==> src/rtl/bag_pkg.sv <==
// Package for the broadcast address generator: sizes, codes, link and config structs.
`timescale 1ns / 1ps

package bag_pkg;

    // Block geometry.
    localparam int MAX_RANK   = 4;
    localparam int DIM_BITS   = 16;
    localparam int ADDR_BITS  = 32;
    localparam int OFS_BITS   = 32;
    localparam int RANK_BITS  = 3;
    localparam int EB_BITS    = 4;
    localparam int STAT_BITS  = 3;
    localparam int IDX_BITS   = (MAX_RANK > 1) ? $clog2(MAX_RANK) : 1;
    localparam int DIMS_BITS  = MAX_RANK * DIM_BITS;
    localparam int CFG_BITS   = DIMS_BITS;
    localparam int CFG_IDX_BITS = 3;
    localparam int TOT_BITS   = ADDR_BITS + 1;
    localparam int PROD_BITS  = TOT_BITS + DIM_BITS;
    localparam int IN_BITS    = 8;
    localparam int OUT_BITS   = 2 * OFS_BITS;

    // Largest legal target size in bytes.
    localparam logic [TOT_BITS-1:0] ADDR_LIMIT = TOT_BITS'(1) << ADDR_BITS;

    // Configuration register indexes.
    localparam logic [CFG_IDX_BITS-1:0] CFG_TARGET_RANK = CFG_IDX_BITS'(0);
    localparam logic [CFG_IDX_BITS-1:0] CFG_SOURCE_RANK = CFG_IDX_BITS'(1);
    localparam logic [CFG_IDX_BITS-1:0] CFG_TARGET_DIMS = CFG_IDX_BITS'(2);
    localparam logic [CFG_IDX_BITS-1:0] CFG_SOURCE_DIMS = CFG_IDX_BITS'(3);
    localparam logic [CFG_IDX_BITS-1:0] CFG_ELEM_BYTES  = CFG_IDX_BITS'(4);

    // Status codes.
    localparam logic [STAT_BITS-1:0] ST_OK       = STAT_BITS'(0);
    localparam logic [STAT_BITS-1:0] ST_RANK     = STAT_BITS'(1);
    localparam logic [STAT_BITS-1:0] ST_SHAPE    = STAT_BITS'(2);
    localparam logic [STAT_BITS-1:0] ST_EMPTY    = STAT_BITS'(3);
    localparam logic [STAT_BITS-1:0] ST_OVERFLOW = STAT_BITS'(4);

    typedef enum logic [1:0] {
        S_IDLE,
        S_SWEEP,
        S_FINISH
    } t_state;

    // Token and partial results handed from one cell to the next.
    typedef struct packed {
        logic                 tok;
        logic                 restart;
        logic                 carry;
        logic                 notlast;
        logic [OFS_BITS-1:0]  sum;
        logic [OFS_BITS-1:0]  acc;
        logic [TOT_BITS-1:0]  total;
        logic                 ovf;
        logic                 mism;
        logic                 zero;
    } t_link;

    // Per-cell view of the live configuration.
    typedef struct packed {
        logic [DIM_BITS-1:0]  dim;
        logic [DIM_BITS-1:0]  src_dim;
        logic                 in_range;
        logic                 src_range;
    } t_cell_cfg;

    // Walk-wide configuration seen by the controller.
    typedef struct packed {
        logic [RANK_BITS-1:0] target_rank;
        logic [RANK_BITS-1:0] source_rank;
        logic [EB_BITS-1:0]   eb;
    } t_walk_cfg;

    // One result word.
    typedef struct packed {
        logic [OFS_BITS-1:0]  dst;
        logic [OFS_BITS-1:0]  src;
        logic                 last;
        logic [STAT_BITS-1:0] status;
    } t_result;

endpackage

==> src/rtl/bag_cell.sv <==
// One dimension cell: holds its counter and stride and updates the passing token.
`timescale 1ns / 1ps

module bag_cell
    import bag_pkg::*;
(
    input  logic      i_clk,
    input  logic      i_rst_n,
    input  t_cell_cfg i_cfg,
    input  t_link     i_link,
    output t_link     o_link
);

    logic [DIM_BITS-1:0]  r_counter;
    logic [DIM_BITS-1:0]  n_counter;
    logic [OFS_BITS-1:0]  r_stride;
    logic [OFS_BITS-1:0]  n_stride;
    t_link                r_link;
    t_link                n_link;

    logic [DIM_BITS-1:0]  w_t_eff;
    logic [DIM_BITS-1:0]  w_s_eff;
    logic [PROD_BITS-1:0] w_tot_prod;
    logic [DIM_BITS:0]    w_cnt_inc;
    logic [DIM_BITS:0]    w_cnt_next_inc;
    logic                 w_wrap;
    logic [OFS_BITS-1:0]  w_term;

    // Token update: a restart builds size and strides, an advance ripples the carry and sums the offset.
    always_comb begin
        n_link         = i_link;
        n_counter      = r_counter;
        n_stride       = r_stride;
        w_t_eff        = i_cfg.in_range ? i_cfg.dim : DIM_BITS'(1);
        w_s_eff        = i_cfg.src_range ? i_cfg.src_dim : DIM_BITS'(1);
        w_tot_prod     = PROD_BITS'(i_link.total) * PROD_BITS'(w_t_eff);
        w_cnt_inc      = {1'b0, r_counter} + (DIM_BITS + 1)'(1);
        w_wrap         = w_cnt_inc >= {1'b0, i_cfg.dim};
        w_cnt_next_inc = '0;
        w_term         = '0;
        if (i_link.tok) begin
            if (i_link.restart) begin
                n_counter    = '0;
                n_stride     = (i_cfg.src_range && (i_cfg.src_dim != DIM_BITS'(1)))
                               ? i_link.acc : '0;
                n_link.total = w_tot_prod[TOT_BITS-1:0];
                n_link.acc   = i_link.acc * OFS_BITS'(w_s_eff);
                n_link.ovf   = i_link.ovf
                               | (i_cfg.in_range && (w_tot_prod > PROD_BITS'(ADDR_LIMIT)));
                n_link.mism  = i_link.mism
                               | (i_cfg.src_range && (i_cfg.src_dim != DIM_BITS'(1))
                                  && (i_cfg.src_dim != i_cfg.dim));
                n_link.zero  = i_link.zero | (i_cfg.in_range && (i_cfg.dim == '0));
            end else begin
                if (i_cfg.in_range && i_link.carry) begin
                    n_counter    = w_wrap ? '0 : w_cnt_inc[DIM_BITS-1:0];
                    n_link.carry = w_wrap;
                end
                w_cnt_next_inc = {1'b0, n_counter} + (DIM_BITS + 1)'(1);
                w_term         = OFS_BITS'(n_counter) * r_stride;
                if (i_cfg.in_range) begin
                    n_link.sum     = i_link.sum + w_term;
                    n_link.notlast = i_link.notlast
                                     | (w_cnt_next_inc < {1'b0, i_cfg.dim});
                end
            end
        end
    end

    // Cell state and the link register toward the lower neighbor.
    always_ff @(posedge i_clk) begin
        if (!i_rst_n) begin
            r_counter <= '0;
            r_stride  <= '0;
            r_link    <= '0;
        end else begin
            r_counter <= n_counter;
            r_stride  <= n_stride;
            r_link    <= n_link;
        end
    end

    assign o_link = r_link;

endmodule

==> config.mk <==
export PLATFORM = sky130hd
export DESIGN_NAME = bag_cell
export DESIGN_NICKNAME = d
export VERILOG_FILES = /design/src/rtl/bag_pkg.sv /design/src/rtl/bag_cell.sv
export SDC_FILE = /design/constraint.sdc
export NUM_CORES = 2
export LEC_CHECK = 0
export BUFFER_PORTS_ARGS = -buffer_cell sky130_fd_sc_hd__buf_2
export CAP_MARGIN = 0
export CORE_MARGIN = 8
export CORE_UTILIZATION = 50
export CTS_CLUSTER_SIZE = 8
export DETAILED_ROUTE_END_ITERATION = 10
export GPL_ROUTABILITY_DRIVEN = 1
export PLACE_DENSITY = 0.67
export SYNTH_ARGS = -nofsm -noshare
export SYNTH_HDL_FRONTEND = slang
export SYNTH_SLANG_ARGS = --single-unit
==> constraint.sdc <==
create_clock -name i_clk -period 22.5 [get_ports i_clk]
set_input_delay 1.125 -clock i_clk [delete_from_list [all_inputs] [get_ports i_clk]]
set_output_delay 1.125 -clock i_clk [all_outputs]
set_load 0.1 [all_outputs]
==> flow_summary.ini <==
[status]
status = completed

[worst_setup_path]
startpoint_type = register
cp_common_cell = fa_1
cp.arrival_ps = 10940
crit_path_max_incr_delay_ps = 650
cp_data_required_time_ps = 22880
path_max_fanout = 23
critPathSlowestCell = or3_1
path_class = reg -> reg
critPathCaptureType = register

[global_route]
grt_pass1_vias = 40600
grt_overflow = 0
antenna_found_initial = 26
grt_pass1_wl_um = 228600
grt_usage_pct = 27.43
grt_max_degree = 119

[placement]
io_buffers = 243
hpwl_um = 110100
gp_congestion = 0.9326
placed_area_um2 = 49600
post-place-ws_ps = 12010

[synth]
ys_seq_area_share_pct = 6.393
synthFlopType = dfxtp_1
synth_edf_count = 0
ys_seq_elements = 152
syn-num-nets = 7111
syn_area_per_cell_um2 = 8.478
netlist_area_um2 = 47600
yosys-top-cells-area = fa_1 (45%), inv_1 (9.3%), nand2_1 (8.8%)
synth_cell_types = 68
synth_top_area_share_pct = 45.00
synthArstFlopShare_pct = 0
synth-warning-count = 0
synthCells = 5614
synth_area_leader_cell = fa_1

[final_layout]
finish.instance_area_um2 = 50220
final_layout_size_suffix_gt1_share_pct = 6.413
nets = 7083
syn2layout_area_growth_pct = 5.520
fin_util_pct = 53.02

[detailed_routing]
dr.pass1.iters = 6
vias = 38130
first_iter_violations = 2644
wire_per_inst_um = 20.72
routed_wl_um = 142500
via_per_inst = 5.546
route.detailed.drc = 0
ant_nets = 0

[sta]
final_max_slew_viol_count = 0
tightest_slew_ps = 1227
fmax_mhz = 94.77
setup_viol_count_final = 0
setup_ws_ps = 11950
whs_ps = 585.7
fin_crit_sh_pct = 46.90
maxSlewHeadroom_pct = 18.22
finClkSkew_ps = 34.51
tns_ps = 0
hold_viol = 0
rsz0062_at_grt = false
min_period_ps = 10550

[die]
ios = 244
die-area_um2 = 105300
initial_core_util_pct = 50.25
die_w_um = 324.5
core.rowCount = 113
core_area_um2 = 94730
die_y_um = 324.5

[clock_network]
h-tree-depth = 4
cts_setup_buffers = 0
cts.sinks = 152
path_clk_slew_ps = 70
cts_buffer_depth = 2
cts_root_buf = clkbuf_16
ctsHoldBuffers = 0
clk_latency_ps = 540
cts_tree = yes
cts_resized = 0
cts_buffers = 17

[power]
powerDensity_nw_per_um2 = 94.70
pwr-share-clk_pct = 6.8
swShare_pct = 58.59
internal_power_w = 0.001969
pwr-share-comb_pct = 86.3
vdd_drop_max_v = 0.0001815
p_sw_w = 0.002787
p_leak_nw = 24.60
pwr-share-seq_pct = 6.9

[hold_path]
holdCritPathClass = reg -> reg

[job]
cap_violations = 0
-- power by group through the flow --
stage	logic, W	registers [W]	clock network (W)
4_1_cts	0.00408	0.000327	0.000332
3_5_place_dp	0.00405	0.000332	0
5_1_grt	0.00454	0.000331	0.000341
6_report	0.00411	0.000327	0.000323
2_1_floorplan	0.00271	0.000612	0
3_3_place_gp	0.00401	0.000332	0
-- flip-flops by register name, summed over array words and instances (netlist names) --
signal	count
o_link	104
r_stride	32
r_counter	16
-- cell families after synthesis --
| group | share of synthesized area, % |
|---|---|
| AO/OA/AOI/OAI | 6.764 |
| flip-flops | 6.393 |
| buffers and inverters | 12.03 |
| AND/OR/NAND/NOR | 18.77 |
| XOR/XNOR | 3.407 |
| multiplexers | 0.09200 |
| adder cells (fa/ha/maj) | 52.55 |
-- per-layer routing --
| layer | vias up | track usage [%] | part of all wire, % |
|---|---|---|---|
| met5 | - | 0 | 0.087 |
| met4 | 22 | 9.736 | 3.8 |
| met3 | 351 | 6.154 | 9.2 |
| met2 | 1618 | 44.57 | 47 |
| met1 | 19380 | 36.08 | 40 |
| li1 | 16760 | - | - |
-- cells in the final DEF, fill, tap and decap left out, types with 16 or more instances in the layout --
master | Yosys | layout
o21a_1 | 16 | 16
a211oi_1 | 17 | 17
nand2b_1 | 25 | 24
nand3_1 | 57 | 57
nor2b_1 | 77 | 77
nand4_1 | 37 | 37
buf_4 | 0 | 56
xnor2_1 | 115 | 115
nand2_1 | 1112 | 1111
o21ai_0 | 109 | 109
xor2_1 | 65 | 65
nor4_1 | 16 | 16
and3_1 | 245 | 245
nor2_1 | 68 | 68
inv_1 | 1180 | 1180
and2_1 | 225 | 220
fa_1 | 1070 | 1070
buf_2 | 2 | 241
dfxtp_1 | 152 | 152
ha_1 | 287 | 287
a21o_1 | 71 | 71
a21boi_0 | 25 | 25
a22oi_1 | 35 | 35
a21oi_1 | 105 | 105
clkbuf_16 | 0 | 17
-- cell type report --
type	count	area, µm²
fill	8975	44500
antenna	12	30.03
tap	1265	1583
clock buffer	18	439.2
multi-input combinational	3938	38910
timing repair buffer	297	1627
inverter	1180	4429
sequential	152	3043
clock inverter	13	160.2
-- stage by stage --
stage               std cells  power (W)
floorplan                5614   0.003322
global placement         6832   0.004342
global route             6870   0.005212
finish                   6875   0.004756
CTS                      6863   0.004743
detailed placement       6832   0.004379
-- path summary, 6_finish.rpt --
check / startpoint / to / slack [ps] / depth (start not counted)
worst max-delay path: r_counter[0] / o_link[98] / 11950 / 35
worst min-delay path: r_counter[6] / r_counter[6] / 590 / 2
worst max register to register: r_counter[0] / o_link[98] / 11950 / 35
worst min register to register: r_counter[6] / r_counter[6] / 590 / 2
-- Yosys cell counts, drive strengths merged (57+ instances only) --
library cell / number
and3: 245
a21oi: 105
nor2: 68
nor2b: 77
clkbuf: 320
fa: 1070
ha: 287
inv: 1180
dfxtp: 152
nand2: 1112
nand3: 57
xnor2: 115
xor2: 65
a21o: 71
o21ai: 112
and2: 226
-- worst max-delay path: cells and delay by family, from the launching register on --
kind,cells,cell delay (ps)
adders and majority gates,9,4000
AOI/OAI and AO/OA,12,3210
and+or+nand+nor,8,1860
buffers and inverters,4,550
DFF,1,460
xor gates and xnor gates,2,330
No activity file was read; power rests on OpenSTA's default activity.
