File: src/rtl/bag_pkg.sv
// Package for the broadcast address generator: sizes, codes, link and config structs.
`timescale 1ns / 1ps

package bag_pkg;

    // Block geometry.
    localparam int MAX_RANK   = 4;
    localparam int DIM_BITS   = 16;
    localparam int ADDR_BITS  = 32;
    localparam int OFS_BITS   = 32;
    localparam int RANK_BITS  = 3;
    localparam int EB_BITS    = 4;
    localparam int STAT_BITS  = 3;
    localparam int IDX_BITS   = (MAX_RANK > 1) ? $clog2(MAX_RANK) : 1;
    localparam int DIMS_BITS  = MAX_RANK * DIM_BITS;
    localparam int CFG_BITS   = DIMS_BITS;
    localparam int CFG_IDX_BITS = 3;
    localparam int TOT_BITS   = ADDR_BITS + 1;
    localparam int PROD_BITS  = TOT_BITS + DIM_BITS;
    localparam int IN_BITS    = 8;
    localparam int OUT_BITS   = 2 * OFS_BITS;

    // Largest legal target size in bytes.
    localparam logic [TOT_BITS-1:0] ADDR_LIMIT = TOT_BITS'(1) << ADDR_BITS;

    // Configuration register indexes.
    localparam logic [CFG_IDX_BITS-1:0] CFG_TARGET_RANK = CFG_IDX_BITS'(0);
    localparam logic [CFG_IDX_BITS-1:0] CFG_SOURCE_RANK = CFG_IDX_BITS'(1);
    localparam logic [CFG_IDX_BITS-1:0] CFG_TARGET_DIMS = CFG_IDX_BITS'(2);
    localparam logic [CFG_IDX_BITS-1:0] CFG_SOURCE_DIMS = CFG_IDX_BITS'(3);
    localparam logic [CFG_IDX_BITS-1:0] CFG_ELEM_BYTES  = CFG_IDX_BITS'(4);

    // Status codes.
    localparam logic [STAT_BITS-1:0] ST_OK       = STAT_BITS'(0);
    localparam logic [STAT_BITS-1:0] ST_RANK     = STAT_BITS'(1);
    localparam logic [STAT_BITS-1:0] ST_SHAPE    = STAT_BITS'(2);
    localparam logic [STAT_BITS-1:0] ST_EMPTY    = STAT_BITS'(3);
    localparam logic [STAT_BITS-1:0] ST_OVERFLOW = STAT_BITS'(4);

    typedef enum logic [1:0] {
        S_IDLE,
        S_SWEEP,
        S_FINISH
    } t_state;

    // Token and partial results handed from one cell to the next.
    typedef struct packed {
        logic                 tok;
        logic                 restart;
        logic                 carry;
        logic                 notlast;
        logic [OFS_BITS-1:0]  sum;
        logic [OFS_BITS-1:0]  acc;
        logic [TOT_BITS-1:0]  total;
        logic                 ovf;
        logic                 mism;
        logic                 zero;
    } t_link;

    // Per-cell view of the live configuration.
    typedef struct packed {
        logic [DIM_BITS-1:0]  dim;
        logic [DIM_BITS-1:0]  src_dim;
        logic                 in_range;
        logic                 src_range;
    } t_cell_cfg;

    // Walk-wide configuration seen by the controller.
    typedef struct packed {
        logic [RANK_BITS-1:0] target_rank;
        logic [RANK_BITS-1:0] source_rank;
        logic [EB_BITS-1:0]   eb;
    } t_walk_cfg;

    // One result word.
    typedef struct packed {
        logic [OFS_BITS-1:0]  dst;
        logic [OFS_BITS-1:0]  src;
        logic                 last;
        logic [STAT_BITS-1:0] status;
    } t_result;

endpackage

File: src/rtl/bag_ctrl.sv
// Walk controller: launches tokens, forms status and offsets, holds the output word.
`timescale 1ns / 1ps

module bag_ctrl
    import bag_pkg::*;
(
    input  logic      i_clk,
    input  logic      i_rst_n,
    input  t_walk_cfg i_cfg,
    input  logic      i_in_valid,
    output logic      o_in_ready,
    input  logic      i_restart,
    input  t_link     i_link,
    output t_link     o_seed,
    output logic      o_out_valid,
    input  logic      i_out_ready,
    output t_result   o_out
);

    t_state               r_state;
    t_state               n_state;
    t_link                r_seed;
    t_link                n_seed;
    logic                 r_walk_done;
    logic                 n_walk_done;
    logic [OFS_BITS-1:0]  r_dst_element;
    logic [OFS_BITS-1:0]  n_dst_element;
    t_result              r_res;
    t_result              n_res;
    logic                 r_out_valid;
    logic                 n_out_valid;
    t_result              r_out;
    t_result              n_out;

    logic                 w_rank_err;
    logic [STAT_BITS-1:0] w_status;
    logic [OFS_BITS-1:0]  w_dst_next;
    logic                 w_single;

    // Restart checks in priority order.
    always_comb begin
        w_rank_err = (i_cfg.target_rank > RANK_BITS'(MAX_RANK))
                     || (i_cfg.source_rank > i_cfg.target_rank);
        if (i_cfg.target_rank == '0) begin
            w_status = ST_EMPTY;
        end else if (w_rank_err) begin
            w_status = ST_RANK;
        end else if (i_link.mism) begin
            w_status = ST_SHAPE;
        end else if (i_link.zero) begin
            w_status = ST_EMPTY;
        end else if (i_link.ovf) begin
            w_status = ST_OVERFLOW;
        end else begin
            w_status = ST_OK;
        end
        w_dst_next = r_dst_element + OFS_BITS'(1);
        w_single   = i_link.total == TOT_BITS'(i_cfg.eb);
    end

    // Next state, token launch, result forming and output register control.
    always_comb begin
        n_state       = r_state;
        n_seed        = r_seed;
        n_seed.tok    = 1'b0;
        n_walk_done   = r_walk_done;
        n_dst_element = r_dst_element;
        n_res         = r_res;
        n_out_valid   = r_out_valid && !i_out_ready;
        n_out         = r_out;
        o_in_ready    = (r_state == S_IDLE);
        unique case (r_state)
            S_IDLE: begin
                if (i_in_valid) begin
                    if (!i_restart && r_walk_done) begin
                        n_res   = '{dst: '0, src: '0, last: 1'b0, status: ST_EMPTY};
                        n_state = S_FINISH;
                    end else begin
                        n_seed         = '0;
                        n_seed.tok     = 1'b1;
                        n_seed.restart = i_restart;
                        n_seed.carry   = !i_restart;
                        n_seed.acc     = OFS_BITS'(1);
                        n_seed.total   = TOT_BITS'(i_cfg.eb);
                        n_state        = S_SWEEP;
                    end
                end
            end
            S_SWEEP: begin
                if (i_link.tok) begin
                    if (i_link.restart) begin
                        n_dst_element = '0;
                        if (w_status != ST_OK) begin
                            n_walk_done = 1'b1;
                            n_res = '{dst: '0, src: '0, last: 1'b0, status: w_status};
                        end else begin
                            n_walk_done = w_single;
                            n_res = '{dst: '0, src: '0, last: w_single, status: ST_OK};
                        end
                    end else begin
                        n_dst_element = w_dst_next;
                        n_walk_done   = !i_link.notlast;
                        n_res.dst     = w_dst_next * OFS_BITS'(i_cfg.eb);
                        n_res.src     = i_link.sum * OFS_BITS'(i_cfg.eb);
                        n_res.last    = !i_link.notlast;
                        n_res.status  = ST_OK;
                    end
                    n_state = S_FINISH;
                end
            end
            S_FINISH: begin
                if (!r_out_valid || i_out_ready) begin
                    n_out_valid = 1'b1;
                    n_out       = r_res;
                    n_state     = S_IDLE;
                end
            end
            default: n_state = S_IDLE;
        endcase
    end

    // State register.
    always_ff @(posedge i_clk) begin
        if (!i_rst_n) begin
            r_state <= S_IDLE;
        end else begin
            r_state <= n_state;
        end
    end

    // Walk state and output word.
    always_ff @(posedge i_clk) begin
        if (!i_rst_n) begin
            r_seed        <= '0;
            r_walk_done   <= 1'b1;
            r_dst_element <= '0;
            r_out_valid   <= 1'b0;
        end else begin
            r_seed        <= n_seed;
            r_walk_done   <= n_walk_done;
            r_dst_element <= n_dst_element;
            r_out_valid   <= n_out_valid;
        end
    end

    // Payload registers.
    always_ff @(posedge i_clk) begin
        r_res <= n_res;
        r_out <= n_out;
    end

    assign o_seed      = r_seed;
    assign o_out_valid = r_out_valid;
    assign o_out       = r_out;

endmodule

File: config.mk
export PLATFORM = sky130hd
export DESIGN_NAME = bag_ctrl
export DESIGN_NICKNAME = d
export VERILOG_FILES = /design/src/rtl/bag_pkg.sv /design/src/rtl/bag_ctrl.sv
export SDC_FILE = /design/constraint.sdc
export NUM_CORES = 1
export LEC_CHECK = 0
export ABC_AREA = 0
export BUFFER_PORTS_ARGS = -buffer_cell sky130_fd_sc_hd__buf_2
export CAP_MARGIN = 10
export CORE_MARGIN = 1.5
export CORE_UTILIZATION = 45
export CTS_BUF_LIST = sky130_fd_sc_hd__clkbuf_4
export DETAILED_ROUTE_END_ITERATION = 10
export PLACE_DENSITY_LB_ADDON = 0.3
export SYNTH_ARGS = -nofsm -noshare
export SYNTH_HDL_FRONTEND = slang
export SYNTH_SLANG_ARGS = --single-unit
File: constraint.sdc
create_clock -name i_clk -period 8.1 [get_ports i_clk]
set_clock_uncertainty 0.15 [all_clocks]
set_input_delay 1.62 -clock i_clk [delete_from_list [all_inputs] [get_ports i_clk]]
set_output_delay 1.62 -clock i_clk [all_outputs]
set_load 0.02 [all_outputs]
==> flow_summary.yaml <==
outcome:
  status: "completed"
synth:
  synth_area_leader_cell: "edfxtp_1"
  yosysTopAreaCellShare: 0.273
  synthTopCellsByArea: "edfxtp_1 (27%), fa_1 (15%), dfxtp_1 (5.9%)"
  ys_async_sr_fraction: 0
  yosys_warnings: 0
  ys_types: 61
  synth_edf_count: 136
  synthesis.area_per_instance_um2: 9.41
  synthCells: 1591
  ys_ff_latch: 180
  ys_seq_area_frac: 0.332
  synth_top_flop_cell: "edfxtp_1"
  synth_area_um2: 15000
timing:
  slew_headroom: 0.216
  hold_viol: 0
  worst_slack_ps: 1560
  min_period_ps: 6540
  grt_setup_unrepaired: "no"
  finalSetupViolCount: 0
  report.final.slew_viol_count: 0
  max_freq_ghz: 0.153
  fin_crit_sh: 0.808
  holdWs_ps: 265
  worst_slew_pin_slew_ps: 1170
  finalSetupTns_ps: 0
clocking:
  tritoncts: "yes"
  cts-root-buf: "clkbuf_4"
  post_cts_resized: 0
  cts_setup_buffers: 0
  cts.sinks: 180
  worstSkewPairLatency_ps: 630
  cts_buffers: 17
  clk_path_buf_depth: 2
  cts_hold_buf: 0
  htree_levels: 4
  clkSlewWorstSetupHoldPaths_ps: 160
die:
  start_util: 0.459
  die_w_um: 185
  ios: 293
  die-area_um2: 34400
  std_cell_rows: 66
  die_y_um: 185
  core_um2: 32600
route:
  wl_mm: 31.8
  drt_pass1_iterations: 5
  vias_per_cell: 4.98
  first_iter_violations: 710
  drcViolationCount: 0
  dr_total_vias: 10900
  wl_per_cell_um: 14.6
  ant_nets: 0
power_and_ir_drop:
  irDropWorstVdd_mv: 0.0674
  leakage_nw: 7.21
  power_density_nw_per_um2: 133
  power.total_mw: 2.14
critical_path:
  reg2reg_from: "r_dst_element[0]"
  r2r-end: "r_res[66]"
  crit_fanout: 12
  cp-end-kind: "flop"
  crit_required_ps: 8360
  arrival_ps: 6800
  critPathLaunchType: "flop"
  r2r_slack_ps: 1560
  worstSetupPathType: "flop to flop"
  reg2reg_depth: 20
min_path:
  min_from: "r_res[60]"
  min_to: "o_out[60]"
  hold_depth: 0
  hold_class: "flop to flop"
final_layout:
  nFillCells: 3054
  drive_gt1_frac: 0.127
  layout.nets: 2027
  layout.cells.non_filler: 2184
  area_delta_synth_final_pct: 7.70
  utilization: 0.494
  final_cell_area_um2: 16100
global_routing:
  grt_pass1_wl_mm: 50.8
  grt_use_total: 0.189
  overflow: 0
  grt_pass1_vias: 10300
  antenna_found_initial: 2
  grt_max_degree: 66
place:
  placed_cells: 2149
  io_buffers: 163
  gp_congestion: 0.835
  dp_hpwl_mm: 24.4
  place_ws_ps: 1080
  place_area_um2: 15900
run:
  drv_cap: 0
==> cell usage in the layout (no fill, tap or decap), types with 6 or more instances in the layout <==
cell type and instances:
and2_1 74, a21o_1 22, o21ai_0 61, buf_4 11, nor3b_1 6, inv_1 182, a211o_1 6, nand2_1 173
nor2b_1 92, o21a_1 20, nand3_1 20, clkbuf_4 18, dfxtp_1 44, and4_1 9, or3_1 7, conb_1 96
xnor2_1 36, a211oi_1 16, edfxtp_1 136, o21bai_1 6, nand4_1 14, ha_1 68, a21boi_0 14, xor2_1 39
and3_1 19, buf_2 163, nor3_1 28, nor4_1 11, fa_1 114, nand2b_1 39, a21oi_1 44, nor2_1 75
==> worst max path at each step <==
stage / startpoint / endpoint / slack (ps) / cells past startpoint
finish: r_dst_element[0] / r_res[66] / 1560 / 20
detailed placement: i_cfg[3] / r_res[66] / 1080 / 14
global route: r_dst_element[0] / r_res[66] / 1040 / 20
CTS: r_dst_element[0] / r_res[66] / 1620 / 20
floorplan: i_cfg[3] / r_res[31] / 2150 / 16
global placement: i_cfg[3] / r_res[66] / 1160 / 14
==> critical path, cell delays in order (launching register included) <==
cell and delay (ps):
dfxtp_1 610, ha_1 320, and4_1 290, nand2_1 160
nor3_1 420, nand3_1 160, xor2_1 370, nor2b_1 130
fa_1 550, inv_1 50, fa_1 480, inv_1 40
ha_1 380, a211oi_1 310, o211ai_1 160, a221oi_1 370
nor3b_1 110, o31ai_1 320, a21boi_0 270, o21ai_0 310
mux2i_1 400
==> layer usage <==
layer	track usage	routed length [µm]	up-vias
li1	-	-	5341
met1	0.254	14600	5188
met2	0.314	15000	308
met3	0.0328	1730	32
met4	0.0537	519	0
met5	0	0	-
==> Yosys cell counts, drive strengths merged (2+ instances only) <==
master,instances
a211o,6
a211oi,16
a21boi,14
a21o,23
a21oi,44
a221oi,4
a22oi,2
a31oi,5
and2,74
and3,19
and4,9
buf,105
clkbuf,49
dfxtp,44
edfxtp,136
fa,114
ha,68
inv,182
mux2i,5
nand2,174
nand2b,39
nand3,20
nand4,15
nor2,76
nor2b,93
nor3,28
nor3b,6
nor4,11
o211ai,5
o21a,20
o21ai,61
o21bai,6
o22ai,3
o311a,2
o311ai,2
o31a,3
o31ai,5
or2,5
or3,9
xnor2,36
xor2,39
==> logic make-up after synthesis <==
| group | share of synthesized area |
|---|---|
| AO/OA/AOI/OAI | 0.0991 |
| flip-flops | 0.332 |
| AND/OR/NAND/NOR | 0.201 |
| buffers and inverters | 0.110 |
| other | 0.000251 |
| XOR/XNOR | 0.0454 |
| multiplexers | 0.00334 |
| adder cells (fa/ha/maj) | 0.209 |
==> power breakdown <==
group | internal [mW] | switching [mW]
clock network | 0.135 | 0.351
logic | 0.224 | 0.375
registers | 1.04 | 0.0118
total | 1.40 | 0.738
==> registers in the layout, indices dropped and copies added (netlist names) <==
name and flops:
r_walk_done 1, r_state 2, o_out 68, r_res 68
o_out_valid 1, o_seed 8, r_dst_element 32
==> layout make-up <==
cell class              count  area, µm²  area share
diodes                      3       7.51    0.000466
clock buffers              18        135     0.00838
clock inverters            14        123     0.00761
inverters                 182        683      0.0424
multi-input cells        1170       8730       0.542
flip-flops and latches    180       4960       0.308
well taps                 442        553      0.0343
repair buffers            175        918      0.0570
No activity file was read; power rests on OpenSTA's default activity.
